**config.mk**
```make
export PLATFORM = sky130hd
export DESIGN_NAME = scale_constrained_pitch_snap_flat
export DESIGN_NICKNAME = d
export VERILOG_FILES = /design/src/rtl/scp_pkg.sv /design/src/rtl/scp_if.sv /design/src/rtl/scp_datapath.sv /design/src/rtl/scp_controller.sv /design/src/rtl/scale_constrained_pitch_snap.sv /design/src/flat_wrapper.sv
export SDC_FILE = /design/constraint.sdc
export NUM_CORES = 1
export LEC_CHECK = 0
export ABC_AREA = 1
export BUFFER_PORTS_ARGS = -buffer_cell sky130_fd_sc_hd__buf_2
export CORE_ASPECT_RATIO = 2
export CORE_MARGIN = 2
export CORE_UTILIZATION = 26
export CTS_CLUSTER_SIZE = 16
export DETAILED_ROUTE_END_ITERATION = 7
export SETUP_SLACK_MARGIN = 0.05
export SYNTH_ARGS = -nofsm -noshare
export SYNTH_HDL_FRONTEND = slang
export SYNTH_HIERARCHICAL = 1
export SYNTH_SLANG_ARGS = --single-unit
export TNS_END_PERCENT = 50
```
**constraint.sdc**
```tcl
create_clock -name clock -period 7.55 [get_ports clock]
set_input_delay 1.51 -clock clock [delete_from_list [all_inputs] [get_ports clock]]
set_output_delay 1.51 -clock clock [all_outputs]
set_load 0.1 [all_outputs]
```
**src/rtl/scp_pkg.sv**
```systemverilog
// Shared constants, types and the key frequency ROM for the pitch snapper.
// Depends on nothing; every other file of the block imports it.
package scp_pkg;

   localparam int NUM_KEYS    = 88;
   localparam int FREQ_W      = 17;
   localparam int KEY_OUT_W   = 7;
   localparam int ROM_DEPTH   = 128;
   localparam int ROM_IDX_W   = $clog2(ROM_DEPTH);
   // Key counter must hold NUM_KEYS plus the largest step and still index the ROM.
   localparam int KEY_W       = ($clog2(NUM_KEYS + 3) > ROM_IDX_W) ?
                                $clog2(NUM_KEYS + 3) : ROM_IDX_W;
   localparam int ROOT_W      = 4;
   localparam int MODE_W      = 2;
   localparam int STEP_W      = 2;
   localparam int SCALE_LEN   = 7;
   localparam int SIDX_W      = $clog2(SCALE_LEN);
   localparam int OCTAVE      = 12;
   localparam int CSR_IDX_W   = 2;
   localparam int CSR_DATA_W  = 4;

   // Register indexes of the configuration port
   localparam logic [CSR_IDX_W-1:0] CSR_SCALE_ROOT = CSR_IDX_W'(0);
   localparam logic [CSR_IDX_W-1:0] CSR_SCALE_MODE = CSR_IDX_W'(1);

   // Scale modes; the unused code behaves as major
   localparam logic [MODE_W-1:0] MODE_MAJOR     = MODE_W'(0);
   localparam logic [MODE_W-1:0] MODE_MINOR     = MODE_W'(1);
   localparam logic [MODE_W-1:0] MODE_CHROMATIC = MODE_W'(2);

   localparam logic [ROOT_W-1:0] ROOT_RESET = ROOT_W'(1);
   localparam logic [MODE_W-1:0] MODE_RESET = MODE_MAJOR;

   localparam logic [STEP_W-1:0] MAJOR_STEPS [SCALE_LEN] = '{
      2'd2, 2'd2, 2'd1, 2'd2, 2'd2, 2'd2, 2'd1 };
   localparam logic [STEP_W-1:0] MINOR_STEPS [SCALE_LEN] = '{
      2'd2, 2'd1, 2'd2, 2'd2, 2'd1, 2'd2, 2'd2 };

   // Equal-tempered key frequencies, unsigned Q13.4 Hz, key 1 (A0) first,
   // rounded half up and saturated at the field maximum.
   localparam logic [FREQ_W-1:0] ROM_TABLE [ROM_DEPTH] = '{
      17'd440,    17'd466,    17'd494,    17'd523,    17'd554,    17'd587,
      17'd622,    17'd659,    17'd698,    17'd740,    17'd784,    17'd831,
      17'd880,    17'd932,    17'd988,    17'd1047,   17'd1109,   17'd1175,
      17'd1245,   17'd1319,   17'd1397,   17'd1480,   17'd1568,   17'd1661,
      17'd1760,   17'd1865,   17'd1976,   17'd2093,   17'd2217,   17'd2349,
      17'd2489,   17'd2637,   17'd2794,   17'd2960,   17'd3136,   17'd3322,
      17'd3520,   17'd3729,   17'd3951,   17'd4186,   17'd4435,   17'd4699,
      17'd4978,   17'd5274,   17'd5588,   17'd5920,   17'd6272,   17'd6645,
      17'd7040,   17'd7459,   17'd7902,   17'd8372,   17'd8870,   17'd9397,
      17'd9956,   17'd10548,  17'd11175,  17'd11840,  17'd12544,  17'd13290,
      17'd14080,  17'd14917,  17'd15804,  17'd16744,  17'd17740,  17'd18795,
      17'd19912,  17'd21096,  17'd22351,  17'd23680,  17'd25088,  17'd26580,
      17'd28160,  17'd29834,  17'd31609,  17'd33488,  17'd35479,  17'd37589,
      17'd39824,  17'd42192,  17'd44701,  17'd47359,  17'd50175,  17'd53159,
      17'd56320,  17'd59669,  17'd63217,  17'd66976,  17'd70959,  17'd75178,
      17'd79649,  17'd84385,  17'd89402,  17'd94719,  17'd100351, 17'd106318,
      17'd112640, 17'd119338, 17'd126434, 17'd131071, 17'd131071, 17'd131071,
      17'd131071, 17'd131071, 17'd131071, 17'd131071, 17'd131071, 17'd131071,
      17'd131071, 17'd131071, 17'd131071, 17'd131071, 17'd131071, 17'd131071,
      17'd131071, 17'd131071, 17'd131071, 17'd131071, 17'd131071, 17'd131071,
      17'd131071, 17'd131071, 17'd131071, 17'd131071, 17'd131071, 17'd131071,
      17'd131071, 17'd131071 };

   localparam logic [FREQ_W-1:0] TOP_FREQ = ROM_TABLE[NUM_KEYS-1];

   typedef struct packed {
      logic start;     // load a new request
      logic step;      // examine the current candidate key
      logic load_out;  // move the chosen key into the output register
   } scp_cmd_type;

   typedef struct packed {
      logic done;      // current candidate settles the answer
   } scp_stat_type;

   // ROM frequency of a key; the key wraps modulo the ROM depth
   function automatic logic [FREQ_W-1:0] rom_freq(input logic [KEY_W-1:0] key);
      logic [KEY_W-1:0] key_m1;
      key_m1 = key - KEY_W'(1);
      return ROM_TABLE[key_m1[ROM_IDX_W-1:0]];
   endfunction

   // First scale key: the root wrapped into 1..12
   function automatic logic [KEY_W-1:0] root_key(input logic [ROOT_W-1:0] root);
      logic [4:0] r;
      r = {1'b0, root} + 5'd11;
      if (r >= 5'(2 * OCTAVE)) begin
         r = r - 5'(2 * OCTAVE);
      end else if (r >= 5'(OCTAVE)) begin
         r = r - 5'(OCTAVE);
      end
      return KEY_W'(r) + KEY_W'(1);
   endfunction

   function automatic logic [STEP_W-1:0] scale_step(input logic [MODE_W-1:0] mode,
                                                    input logic [SIDX_W-1:0] idx);
      if (mode == MODE_MINOR) begin
         return MINOR_STEPS[idx];
      end
      return MAJOR_STEPS[idx];
   endfunction

endpackage

```
**src/rtl/scp_if.sv**
```systemverilog
// Valid/ready channel interfaces of the pitch snapper: request, response, CSR.
// Depends on scp_pkg for the payload widths.
interface scp_req_if import scp_pkg::*; ();
   logic              valid;
   logic              ready;
   logic [FREQ_W-1:0] frequency;
   modport source (output valid, frequency, input ready);
   modport sink   (input valid, frequency, output ready);
endinterface

interface scp_rsp_if import scp_pkg::*; ();
   logic                 valid;
   logic                 ready;
   logic [KEY_OUT_W-1:0] key_number;
   logic [FREQ_W-1:0]    key_frequency;
   modport source (output valid, key_number, key_frequency, input ready);
   modport sink   (input valid, key_number, key_frequency, output ready);
endinterface

interface scp_csr_if import scp_pkg::*; ();
   logic                  valid;
   logic                  ready;
   logic [CSR_IDX_W-1:0]  index;
   logic [CSR_DATA_W-1:0] data;
   modport source (output valid, index, data, input ready);
   modport sink   (input valid, index, data, output ready);
endinterface

```
**src/rtl/scp_datapath.sv**
```systemverilog
// Datapath of the pitch snapper: candidate key walk, ROM compare, result registers.
// Depends on scp_pkg; driven by scp_controller through scp_cmd_type.
module scp_datapath import scp_pkg::*; (
   input  logic                  clock,
   input  logic [FREQ_W-1:0]     req_frequency,
   input  logic [ROOT_W-1:0]     scale_root,
   input  logic [MODE_W-1:0]     scale_mode,
   input  scp_cmd_type           cmd,
   output scp_stat_type          stat,
   output logic [KEY_OUT_W-1:0]  rsp_key_number,
   output logic [FREQ_W-1:0]     rsp_key_frequency
);

   logic [FREQ_W-1:0]    freq_ff,      freq_in;
   logic                 above_ff,     above_in;
   logic [KEY_W-1:0]     key_ff,       key_in;
   logic [SIDX_W-1:0]    sidx_ff,      sidx_in;
   logic [KEY_W-1:0]     prev_ff,      prev_in;
   logic [FREQ_W-1:0]    prev_f_ff,    prev_f_in;
   logic                 have_prev_ff, have_prev_in;
   logic [KEY_W-1:0]     res_key_ff,   res_key_in;
   logic [KEY_OUT_W-1:0] out_key_ff,   out_key_in;
   logic [FREQ_W-1:0]    out_freq_ff,  out_freq_in;

   logic                 chromatic;
   logic [FREQ_W-1:0]    cur_f;
   logic [FREQ_W-1:0]    up_gap;
   logic [FREQ_W-1:0]    dn_gap;
   logic                 done;
   logic [KEY_W-1:0]     pick;
   logic [KEY_W-1:0]     next_key;

   assign chromatic = (scale_mode == MODE_CHROMATIC);
   assign cur_f     = rom_freq(key_ff);
   assign up_gap    = cur_f - freq_ff;
   assign dn_gap    = freq_ff - prev_f_ff;
   assign next_key  = key_ff + (chromatic ? KEY_W'(1) : KEY_W'(scale_step(scale_mode, sidx_ff)));

   // Decide on the current candidate
   always_comb begin
      done = 1'b1;
      pick = key_ff;
      priority if (above_ff) begin
         pick = KEY_W'(NUM_KEYS);
      end else if (key_ff > KEY_W'(NUM_KEYS)) begin
         pick = prev_ff;
      end else if (freq_ff == cur_f) begin
         pick = key_ff;
      end else if (freq_ff < cur_f) begin
         pick = (have_prev_ff && (up_gap > dn_gap)) ? prev_ff : key_ff;
      end else begin
         done = 1'b0;
      end
   end

   assign stat.done = done;

   always_comb begin
      freq_in      = freq_ff;
      above_in     = above_ff;
      key_in       = key_ff;
      sidx_in      = sidx_ff;
      prev_in      = prev_ff;
      prev_f_in    = prev_f_ff;
      have_prev_in = have_prev_ff;
      res_key_in   = res_key_ff;
      out_key_in   = out_key_ff;
      out_freq_in  = out_freq_ff;
      if (cmd.start) begin
         freq_in      = req_frequency;
         above_in     = (req_frequency > TOP_FREQ);
         key_in       = chromatic ? KEY_W'(1) : root_key(scale_root);
         sidx_in      = '0;
         have_prev_in = 1'b0;
      end
      if (cmd.step) begin
         if (done) begin
            res_key_in = pick;
         end else begin
            // advance to the next candidate
            prev_in      = key_ff;
            prev_f_in    = cur_f;
            have_prev_in = 1'b1;
            key_in       = next_key;
            sidx_in      = (sidx_ff == SIDX_W'(SCALE_LEN - 1)) ? '0 : sidx_ff + SIDX_W'(1);
         end
      end
      if (cmd.load_out) begin
         out_key_in  = res_key_ff[KEY_OUT_W-1:0];
         out_freq_in = rom_freq(res_key_ff);
      end
   end

   always_ff @(posedge clock) begin
      freq_ff      <= freq_in;
      above_ff     <= above_in;
      key_ff       <= key_in;
      sidx_ff      <= sidx_in;
      prev_ff      <= prev_in;
      prev_f_ff    <= prev_f_in;
      have_prev_ff <= have_prev_in;
      res_key_ff   <= res_key_in;
      out_key_ff   <= out_key_in;
      out_freq_ff  <= out_freq_in;
   end

   assign rsp_key_number    = out_key_ff;
   assign rsp_key_frequency = out_freq_ff;

endmodule

```
**src/rtl/scp_controller.sv**
```systemverilog
// Controller of the pitch snapper: request intake, walk sequencing, response valid.
// Depends on scp_pkg; commands scp_datapath through scp_cmd_type.
module scp_controller import scp_pkg::*; (
   input  logic         clock,
   input  logic         reset,
   input  logic         req_valid,
   output logic         req_ready,
   output logic         rsp_valid,
   input  logic         rsp_ready,
   input  scp_stat_type stat,
   output scp_cmd_type  cmd
);

   typedef enum logic [2:0] {
      ST_IDLE = 3'b001,
      ST_WALK = 3'b010,
      ST_HOLD = 3'b100
   } state_type;

   state_type state_ff, state_in;
   logic      rsp_valid_ff, rsp_valid_in;
   logic      out_free;

   assign req_ready = (state_ff == ST_IDLE);
   assign out_free  = !rsp_valid_ff || rsp_ready;

   always_comb begin
      state_in     = state_ff;
      cmd          = '0;
      rsp_valid_in = rsp_valid_ff && !rsp_ready;
      unique case (state_ff)
         ST_IDLE: begin
            if (req_valid) begin
               cmd.start = 1'b1;
               state_in  = ST_WALK;
            end
         end
         ST_WALK: begin
            cmd.step = 1'b1;
            if (stat.done) begin
               state_in = ST_HOLD;
            end
         end
         ST_HOLD: begin
            if (out_free) begin
               cmd.load_out = 1'b1;
               rsp_valid_in = 1'b1;
               state_in     = ST_IDLE;
            end
         end
         default: begin
            state_in = ST_IDLE;
         end
      endcase
   end

   always_ff @(posedge clock) begin
      if (reset) begin
         state_ff     <= ST_IDLE;
         rsp_valid_ff <= 1'b0;
      end else begin
         state_ff     <= state_in;
         rsp_valid_ff <= rsp_valid_in;
      end
   end

   assign rsp_valid = rsp_valid_ff;

   a_start_walks: assert property (@(posedge clock) disable iff (reset)
      cmd.start |=> state_ff == ST_WALK)
      else $error("request accepted without entering the walk");

   a_load_free: assert property (@(posedge clock) disable iff (reset)
      cmd.load_out |-> (!rsp_valid_ff || rsp_ready))
      else $error("output register overwritten before it was taken");

   a_load_shows: assert property (@(posedge clock) disable iff (reset)
      cmd.load_out |=> rsp_valid_ff)
      else $error("loaded response not presented");

   a_hold_after_done: assert property (@(posedge clock) disable iff (reset)
      (state_ff == ST_WALK && stat.done) |=> state_ff == ST_HOLD)
      else $error("walk finished without holding the result");

endmodule

```
**src/rtl/scale_constrained_pitch_snap.sv**
```systemverilog
// Top level of the scale-constrained pitch snapper: CSRs, controller, datapath.
// Depends on scp_pkg, scp_if.sv, scp_controller and scp_datapath.
//
// Use of the block:
//  - req_port carries a measured frequency (unsigned Q13.4 Hz). A request is
//    taken when valid and ready are both high; ready is high only while no
//    request is being walked or waiting for the output register.
//  - rsp_port returns the nearest allowed key number (1 is A0) and that key's
//    ROM frequency. Exactly one response per request, in order.
//  - csr_port writes scale_root (index 0) and scale_mode (index 1: major,
//    minor, chromatic; the spare code acts as major). Always ready; write
//    only while no request is outstanding.
//  - From acceptance, the candidate walk examines one key of the ROM per
//    cycle until one settles the answer, then the result is loaded into the
//    output register once that is free; a frequency above the top key is
//    settled by the first candidate. A new request is taken the cycle after
//    the previous one is loaded into the output register; no new request is
//    taken while one is being walked or held.
//  - When the receiver stalls the response holds in the output register; one
//    further request may be accepted and walked, then holds until the
//    output register frees.
//  - Synchronous reset drops any request in flight, clears the response
//    valid and restores scale_root to 1 and scale_mode to major.
module scale_constrained_pitch_snap import scp_pkg::*; (
   input  logic      clock,
   input  logic      reset,
   scp_req_if.sink   req_port,
   scp_rsp_if.source rsp_port,
   scp_csr_if.sink   csr_port
);

   logic [ROOT_W-1:0] scale_root_ff, scale_root_in;
   logic [MODE_W-1:0] scale_mode_ff, scale_mode_in;
   scp_cmd_type       cmd;
   scp_stat_type      stat;
   logic              csr_write;

   // Configuration registers: always ready, ignore indexes beyond the list
   assign csr_port.ready = 1'b1;
   assign csr_write      = csr_port.valid && csr_port.ready;

   always_comb begin
      scale_root_in = scale_root_ff;
      scale_mode_in = scale_mode_ff;
      if (csr_write) begin
         unique case (csr_port.index)
            CSR_SCALE_ROOT: scale_root_in = csr_port.data[ROOT_W-1:0];
            CSR_SCALE_MODE: scale_mode_in = csr_port.data[MODE_W-1:0];
            default: begin
               scale_root_in = scale_root_ff;
            end
         endcase
      end
   end

   always_ff @(posedge clock) begin
      if (reset) begin
         scale_root_ff <= ROOT_RESET;
         scale_mode_ff <= MODE_RESET;
      end else begin
         scale_root_ff <= scale_root_in;
         scale_mode_ff <= scale_mode_in;
      end
   end

   // Sequence the walk and own the response handshake
   scp_controller u_controller (
      .clock     (clock),
      .reset     (reset),
      .req_valid (req_port.valid),
      .req_ready (req_port.ready),
      .rsp_valid (rsp_port.valid),
      .rsp_ready (rsp_port.ready),
      .stat      (stat),
      .cmd       (cmd)
   );

   // Hold the request, walk the candidate keys and register the response
   scp_datapath u_datapath (
      .clock             (clock),
      .req_frequency     (req_port.frequency),
      .scale_root        (scale_root_ff),
      .scale_mode        (scale_mode_ff),
      .cmd               (cmd),
      .stat              (stat),
      .rsp_key_number    (rsp_port.key_number),
      .rsp_key_frequency (rsp_port.key_frequency)
   );

endmodule
```
**src/flat_wrapper.sv**
```systemverilog
// flat-port wrapper written by rule: the top's interface ports become plain ports
module scale_constrained_pitch_snap_flat import scp_pkg::*;
  (clock, reset, req_port_valid, req_port_frequency, req_port_ready, rsp_port_valid, rsp_port_key_number, rsp_port_key_frequency, rsp_port_ready, csr_port_valid, csr_port_index, csr_port_data, csr_port_ready);
  scp_req_if req_port_i ();
  scp_rsp_if rsp_port_i ();
  scp_csr_if csr_port_i ();
  input  logic clock;
  input  logic reset;
  input wire logic [$bits(req_port_i.valid)-1:0] req_port_valid;
  input wire logic [$bits(req_port_i.frequency)-1:0] req_port_frequency;
  output wire logic [$bits(req_port_i.ready)-1:0] req_port_ready;
  output wire logic [$bits(rsp_port_i.valid)-1:0] rsp_port_valid;
  output wire logic [$bits(rsp_port_i.key_number)-1:0] rsp_port_key_number;
  output wire logic [$bits(rsp_port_i.key_frequency)-1:0] rsp_port_key_frequency;
  input wire logic [$bits(rsp_port_i.ready)-1:0] rsp_port_ready;
  input wire logic [$bits(csr_port_i.valid)-1:0] csr_port_valid;
  input wire logic [$bits(csr_port_i.index)-1:0] csr_port_index;
  input wire logic [$bits(csr_port_i.data)-1:0] csr_port_data;
  output wire logic [$bits(csr_port_i.ready)-1:0] csr_port_ready;
  assign req_port_i.valid = req_port_valid;
  assign req_port_i.frequency = req_port_frequency;
  assign req_port_ready = req_port_i.ready;
  assign rsp_port_valid = rsp_port_i.valid;
  assign rsp_port_key_number = rsp_port_i.key_number;
  assign rsp_port_key_frequency = rsp_port_i.key_frequency;
  assign rsp_port_i.ready = rsp_port_ready;
  assign csr_port_i.valid = csr_port_valid;
  assign csr_port_i.index = csr_port_index;
  assign csr_port_i.data = csr_port_data;
  assign csr_port_ready = csr_port_i.ready;
  scale_constrained_pitch_snap u_core (.clock(clock), .reset(reset), .req_port(req_port_i), .rsp_port(rsp_port_i), .csr_port(csr_port_i));
endmodule
```
==> impl_results.md <==
* Post-synth top area share at 0.223
* Clock transition at path regs at 0.08 ns
* Fin area at 10800 sq um
* Wire length per cell at 19.0 microns
* CP endpoint kind: register
* TritonCTS Buffers at 9
* Worst-case clock skew at 0.0121 ns
* Warnings from Yosys at 6
* Port bufs at 53
* Largest net degree at the start of global routing at 52
* Setup tns final at 0 ns
* Crit Path Class: register to register
* Period utilization at 0.918
* F_max at approximately 140 MHz
* Row Count at 100
* Cell mode on critical path: nand2_1
* Slowest CP cell: nor3_1
* CTS root buf: clkbuf_16
* Total GRT Usage at 0.189
* Synth Register Bits at 94
* First-pass DRT Iterations at 7
* CP startpoint kind: register
* Final WL at 37200 microns
* Post-DP Area at 10500 sq um
* Most frequent cells in the layout: 441 x nand2_1, 147 x inv_1, 138 x nand3_1
* CP top delay family: simple AND/OR/NAND/NOR gates
* Met3 wire len at 1130 microns
* Area leader, netlist: edfxtp_1
* # diodes at 0
* Via count at 10.1k
* Slowest stage delay, CP at 0.62 ns
* Final Hold Viols at 0
* Starting Density at 0.264
* Max Used Layer: met4
* # setup viols final at 0
* Length of routed met2 wiring at approximately 21000 microns
* Metal-1 WL at 11800 microns
* Core area at 37300 sq um
* DR DRC count at 0
* Postcts setup bufs at 0
* GPL Wtd Cong at 1.00
* Clock tree from TritonCTS: done
* Area growth from synthesis to layout at 9.50%
* Initial antenna violation count at 1
* 1st-iter DRT viols at 842
* Layout cells sized above 1 at 0.0895
* Ys async rst share at 0
* Worst path bufs/invs at 3
* Worst hold path type: register to register
* Worst Tran Pin Value at 1.15 ns
* Worst EP required at 7.68 ns
* Global-route wire length before repair at 56700 microns
* Vias per cell at around 5.2
* Vias in the first global route at 10.2k
* Worst-skew pair later-pin latency at 0.37 ns
* Seq/Total Area, Yosys at 0.265
* Max-cap viol count at 0
* Die Height at 279 microns
* DP Wirelength at approximately 30000 microns
* IO Pins at 55
* Mean Syn Cell Area at around 6.7 sq um
* Cell variety after synth at 57
* Top cells by area, synth: edfxtp_1 22%, nand2_1 17%, ha_1 10%
* Chip width at between 100 and 150 microns
* ANT nets after route at 0
* RSZ-0062 raised after global routing: false
* Clock Tree Buf Depth at 2
* Most common cell after layout, fill and taps aside: nand2_1
* Post-synth EDFFs at 73
* Leakage at ~5 nW
* Syn_nets at 1578
* Synth Instances at 1468
* VDD IR max at 0.150 mV
* Crit path arrival time at 7.06 ns
* Predominant post-synthesis flop cell: edfxtp_1
* Gr ovfl total at 0
* PD cells at 323 nW/um^2
* CTS sink cnt at 94
* Status: finished, final reports clean
* Crit path max fanout at 21
* Final #Nets at 1602
* H-tree depth at 3
* Die Area at 39500 sq um
* Min Tclk post-route at 6.93 ns
* Relative slew margins at 0.233
* Cell area after synthesis at 9850 sq um
* Hold_buf cts at 0
* Final Max Slew Viols at 0
[per-stage QoR]
stage                     instances   util  hold WS, ns  setup slack (ns)  power (mW)
final                          1956  0.289        0.485             0.619        3.48
after global routing           1956  0.289        0.521             0.164        3.77
after CTS                      1956  0.289        0.488             0.586        3.46
after detailed placement       1940  0.281        0.475             0.623        2.96
after global placement         1940  0.281        0.470             0.737        2.98
after floorplan                1468      -        0.403              2.29        2.28
[cells by family (layout without fill, tap and decap cells)]
kind of cell	after synthesis	in the layout	share of synthesized area
fa+ha+maj	82	82	0.106
xor+xnor	41	41	0.0460
simple gates	756	756	0.327
flops	94	94	0.265
buf+inv	217	246	0.0953
other cells	1	1	0.000381
compound gates	277	277	0.160
[worst paths after layout]
kind | startpoint | endpoint | slack, ns | cells past startpoint
setup / recovery | u_core/u_datapath/key_ff[1] | u_core/u_datapath/res_key_ff[2] | 0.62 | 26
hold / removal | u_core/u_datapath/have_prev_ff | u_core/u_datapath/have_prev_ff | 0.49 | 2
setup reg to reg | u_core/u_datapath/key_ff[1] | u_core/u_datapath/res_key_ff[2] | 0.62 | 26
hold reg to reg | u_core/u_datapath/have_prev_ff | u_core/u_datapath/have_prev_ff | 0.49 | 2
[sequential cells by signal (all words and copies together) (netlist names), 4 cells and up]
signal                               flops
u_core/scale_root_ff                     4
u_core/u_datapath/freq_ff               17
u_core/u_datapath/key_ff                 7
u_core/u_datapath/prev_f_ff             17
u_core/u_datapath/prev_ff                7
u_core/u_datapath/res_key_ff             7
u_core/u_datapath/rsp_key_frequency     17
u_core/u_datapath/rsp_key_number         7
[cell usage after synthesis, types with 10 or more instances]
master    count
nor3_1       12
dfxtp_1      21
inv_1       147
nand3_1     138
ha_1         79
o211ai_1     30
xor2_1       23
inv_2        13
nand4_1      23
buf_2        31
edfxtp_1     73
o21ai_0     112
o21ai_1      17
nor2_1      111
nand2_1     441
xnor2_1      10
a21oi_1      77
[area by class of cell]
| type | count | area [sq um] |
|---|---|---|
| Clock inverter | 7 | 77.6 |
| Fill cell | 4107 | 26500 |
| Timing Repair Buffer | 68 | 378 |
| Sequential cell | 94 | 2610 |
| Clock buffer | 9 | 225 |
| Inverter | 162 | 613 |
| Tap cell | 459 | 574 |
| Multi-Input combinational cell | 1157 | 6300 |
[worst reg2reg max path, delay by kind of cell (launching register included)]
kind            cells  cell delay, ns
flops               1            0.44
fa+ha+maj           4            1.74
buf+inv             3            0.65
compound gates      4            0.98
simple gates       14            2.78
xor+xnor            1            0.07
[what timing repair did]
| action | CTS | global route |
|---|---|---|
| resized for setup | 0 | 1 |
| endpoints found under the setup margin | 0 | 7 |
| hold endpoints to repair | 0 | 0 |
[power by group]
part / switching [mW] / internal, mW / leakage, nW / total, mW
sequential: 0.0396 / 0.609 / 0.839 / 0.649
clock: 0.246 / 0.235 / 0.144 / 0.480
combinational: 1.62 / 0.739 / 4.09 / 2.36
[routing by layer]
layer  track usage  vias to the layer above
li1              -                     4952
met1         0.165                     4656
met2         0.371                      365
met3        0.0165                      158
met4         0.168                        0
met5             0                        -
(Power assumes the default switching activity.)
